## config.mk

```make
export PLATFORM = sky130hd
export DESIGN_NAME = kmqm_ram
export DESIGN_NICKNAME = d
export VERILOG_FILES = /design/src/rtl/core/kmqm_ram.sv
export SDC_FILE = /design/constraint.sdc
export NUM_CORES = 1
export LEC_CHECK = 0
export BUFFER_PORTS_ARGS = -buffer_cell sky130_fd_sc_hd__buf_2
export CORE_ASPECT_RATIO = 1.5
export CORE_MARGIN = 3
export CORE_UTILIZATION = 30
export DETAILED_ROUTE_END_ITERATION = 7
export PLACE_DENSITY = 0.48
export SYNTH_ARGS = -nofsm -noshare
export SYNTH_HDL_FRONTEND = slang
export SYNTH_SLANG_ARGS = --single-unit
```

## constraint.sdc

```tcl
create_clock -name clk -period 2.09 [get_ports clk]
set_input_delay 0.209 -clock clk [delete_from_list [all_inputs] [get_ports clk]]
set_output_delay 0.209 -clock clk [all_outputs]
set_load 0.1 [all_outputs]
```

## src/rtl/core/kmqm_ram.sv

```systemverilog
module kmqm_ram
#(
    parameter int WIDTH = 8,
    parameter int DEPTH = 16,
    localparam int AW   = (DEPTH > 1) ? $clog2(DEPTH) : 1
)
(
    input  logic             clk,
    input  logic             we,
    input  logic [AW-1:0]    addr,
    input  logic [WIDTH-1:0] wdata,
    output logic [WIDTH-1:0] rdata
);

    logic [WIDTH-1:0] mem [DEPTH];

    always_ff @(posedge clk)
    begin
        if (we)
        begin
            mem[addr] <= wdata;
        end
        rdata <= mem[addr];
    end

endmodule

```

* Word-level counts from Yosys, hierarchy flattened
Memory sizes are Yosys's and may differ from the RTL's. A register that Yosys moved wholly into a read port is not among the register bits. Index checks and enable logic that the tools add are counted.
Storage, ports and cells: output and inout port bits 8, memory bits (writable) 128, bits in registers 0, input bits 14, memories 1, word-level logic and storage cells 3
Memory list:
- mem | depth 16, width 8, read ports 1, clocked after memory_dff 1, wr ports 1, RTL line 15 | logic [WIDTH-1:0] mem [DEPTH];
Cells by class: muxes and demuxes 2
Operators by type and width (count):
- 1-bit two-way mux | 2

* Logic depth before layout (Yosys ltp)
word-level depth 2, mapped depth 5, mapped depth without buffers 3

* Worst setup path before layout
Ideal clock, no wire load.
kind input port to flip-flop, start point in addr[2], end point mem mem[0][0] (enable), stages 2, setup slack 388 ps, arrival 1319 ps, path buffers 0, setup time 383 ps, data required time 1707 ps, cells stage by stage or3b_2 -> nor3_1
RTL lines:
- start, declared | RTL line 10 | input logic [AW-1:0] addr,
- end, declared | RTL line 15
Straight into the memory's write port.

* Final worst setup path
start point reg rdata[1], read port of mem, end point out rdata[1]
RTL lines:
- start, declared | RTL line 12 | output logic [WIDTH-1:0] rdata
No word-level cell between the ends.

==> impl_metrics.json <==
{
  "outcome": "complete, no violations",
  "h-tree-depth": 4,
  "end_kind": "output pin",
  "drc": 0,
  "cts_resized": 0,
  "fin_crit_ns": 1.40,
  "die_area_um2": 18500,
  "holdPathStages": 1,
  "clock-root-buffer": "clkbuf_16",
  "rsz0062_at_grt": "false",
  "crit_type": "reg -> out",
  "critPathBufInv": 1,
  "timing.rr.start": "mem[3][7]$_DFFE_PP_",
  "slowest_delay_ns": 0.43,
  "syn-num-nets": 244,
  "dpl.hpwl_mm": 6.98,
  "path_cells": "buf_2",
  "async_flop_share": 0,
  "skew_ns": 0.00588,
  "p_switching_uw": 1390,
  "port_buffers": 21,
  "utilization": 0.373,
  "nFillCells": 1533,
  "cts_tree": "built",
  "pwr-share-comb": 0.066,
  "crit_fanout": 1,
  "globalRouteOverflowTotal": 0,
  "holdCritPathClass": "in -> reg",
  "slew_viol_final": 0,
  "ir_drop_uv": 588,
  "drtAntennaViolNets": 0,
  "worst-slew-pin-transition_ns": 0.635,
  "synth_top_area_cell": "edfxtp_1",
  "viasPerCell": 4.75,
  "ys_warn_count": 0,
  "pwr_density_cell_nw_per_um2": 1040,
  "synth_xor_area_frac": 0,
  "ios": 22,
  "die_w_um": 112,
  "path_delay_family": "buffers and inverters",
  "p_leak_uw": 0.00201,
  "setup_viol": 0,
  "finalHoldViolCount": 0,
  "cp_num_cells": 1,
  "mostFrequentLayoutCell": "edfxtp_1",
  "synth_cells": 230,
  "die_h_um": 165,
  "switching_share": 0.220,
  "path_clk_slew_ns": 0.06,
  "r2r-end": "rdata[7]$_DFF_P_",
  "fin_crit_sh": 0.671,
  "cts.sinks": 136,
  "grt_antenna_before_repair": 0,
  "synthSimpleGateAreaFrac": 0.0321,
  "gp_congestion": 0.696,
  "drive_above_1_share": 0.355,
  "internal_power_uw": 4950,
  "rr_worst_depth": 3,
  "synth_compound_area_frac": 0.0237,
  "synth_seq_cells": 136,
  "start_util": 0.309,
  "first_global_vias": 2643,
  "synthMuxAreaShare": 0.142,
  "tns_ns": 0,
  "seqPwrFrac": 0.483,
  "synth_top_family_by_area": "multiplexers",
  "nets": 294,
  "power_frac_clock": 0.451,
  "max_cap_violations": 0,
  "fp-row-count": 57,
  "wl_per_cell_um": 20.8,
  "drt_iter0_markers": 213,
  "synthFlopType": "edfxtp_1",
  "ys_top_cells_by_area": "edfxtp_1, mux4_2, dfxtp_1",
  "avgSynthCellArea_um2": 22.0,
  "synthAdderAreaFrac": 0,
  "cts_hold_buf": 0,
  "synth_top_cell_area_share": 0.759,
  "grt_usage": 0.122,
  "cp.arrival_ns": 1.19,
  "hold_path_end": "mem[1][6]$_DFFE_PP_",
  "postCtsSetupBuffers": 0,
  "grt_pass1_wl_mm": 16.0,
  "syn_area_um2": 5070,
  "cpMaxStageDelayCell": "buf_2",
  "grt_max_degree": 40,
  "vias": 2368,
  "wl_mm": 10.4,
  "dr.pass1.iters": 4,
  "slew_headroom": 0.576,
  "antennaDiodeCount": 0,
  "min-delay-start": "wdata[6]",
  "r2r_slack_ns": 0.75,
  "mostFrequentLayoutCells": "edfxtp_1, mux4_2, buf_2, buf_4, clkbuf_16",
  "synth_edf_count": 128,
  "synth.distinct_cells": 18,
  "layout-area-overhead-vs-synth_pct": 20.9,
  "fmax_mhz": 713,
  "ctsLongestPathBuffers": 2,
  "start_kind": "flip-flop",
  "yosysSeqAreaShare": 0.790,
  "required_ns": 1.88,
  "fp.coreArea_um2": 16400,
  "clk_latency_ns": 0.42,
  "cts_buffers": 17
}
[power groups by stage]
stage          clock (uW)  sequential, uW  combinational (uW)
2_1_floorplan           0            3250                 157
3_3_place_gp            0            3120                 421
3_5_place_dp            0            3130                 426
4_1_cts              2920            3070                 427
5_1_grt              3020            3070                 448
6_report             2860            3070                 419
[synth_stat cells (all sizes together) (2+ instances only)]
cell    instances
clkbuf          3
nand2           9
nor2b           2
a22oi          16
nor3            4
nand2b          2
buf             8
nor2           13
mux4           32
dfxtp           8
nand3b          2
edfxtp        128
[final cells by class]
type,instances,area (um2),share of cell area
Clock buffer,20,447,0.0729
Clock inverter,12,126,0.0206
Multi-Input combinational cell,83,1000,0.164
Sequential cell,136,4000,0.654
Tap cell,206,258,0.0421
Timing Repair Buffer,42,288,0.0470
[layer usage]
layer | GRT usage | wire, um | vias to the layer above
met4 | 0.0634 | 224 | 0
met2 | 0.218 | 5740 | 38
met1 | 0.134 | 4100 | 1254
li1 | - | - | 1058
met5 | 0 | 0 | -
met3 | 0.0277 | 286 | 18
[stage by stage]
step           hold slack, ns  instances  area [um2]  setup WS [ns]  power [uW]
2_1_floorplan           0.308        230        5070          0.388        3410
3_3_place_gp            0.604        467        5550          0.413        3550
3_5_place_dp            0.615        467        5550          0.395        3550
4_1_cts                 0.169        499        6130          0.640        6420
5_1_grt                 0.178        499        6130          0.641        6540
6_report                0.182        499        6130          0.688        6350
[cells by family after synthesis]
group	after synthesis
DFF	136
and+or+nand+nor	35
muxes	32
AOI/OAI and AO/OA	16
buffers and inverters	11
[worst max path at each step]
| stage | startpoint | to | slack (ns) |
|---|---|---|---|
| floorplan | addr[2] | mem[0][0]$_DFFE_PP_ | 0.39 |
| global route | rdata[7]$_DFF_P_ | rdata[7] | 0.64 |
| global placement | addr[0] | rdata[6]$_DFF_P_ | 0.41 |
| finish | rdata[1]$_DFF_P_ | rdata[1] | 0.69 |
| CTS | rdata[7]$_DFF_P_ | rdata[7] | 0.64 |
| detailed placement | addr[0] | rdata[6]$_DFF_P_ | 0.40 |
[state kept, by name, indices dropped and copies added (netlist names)]
register / flops
mem: 128
rdata: 8
No activity file was read; power rests on OpenSTA's default activity.
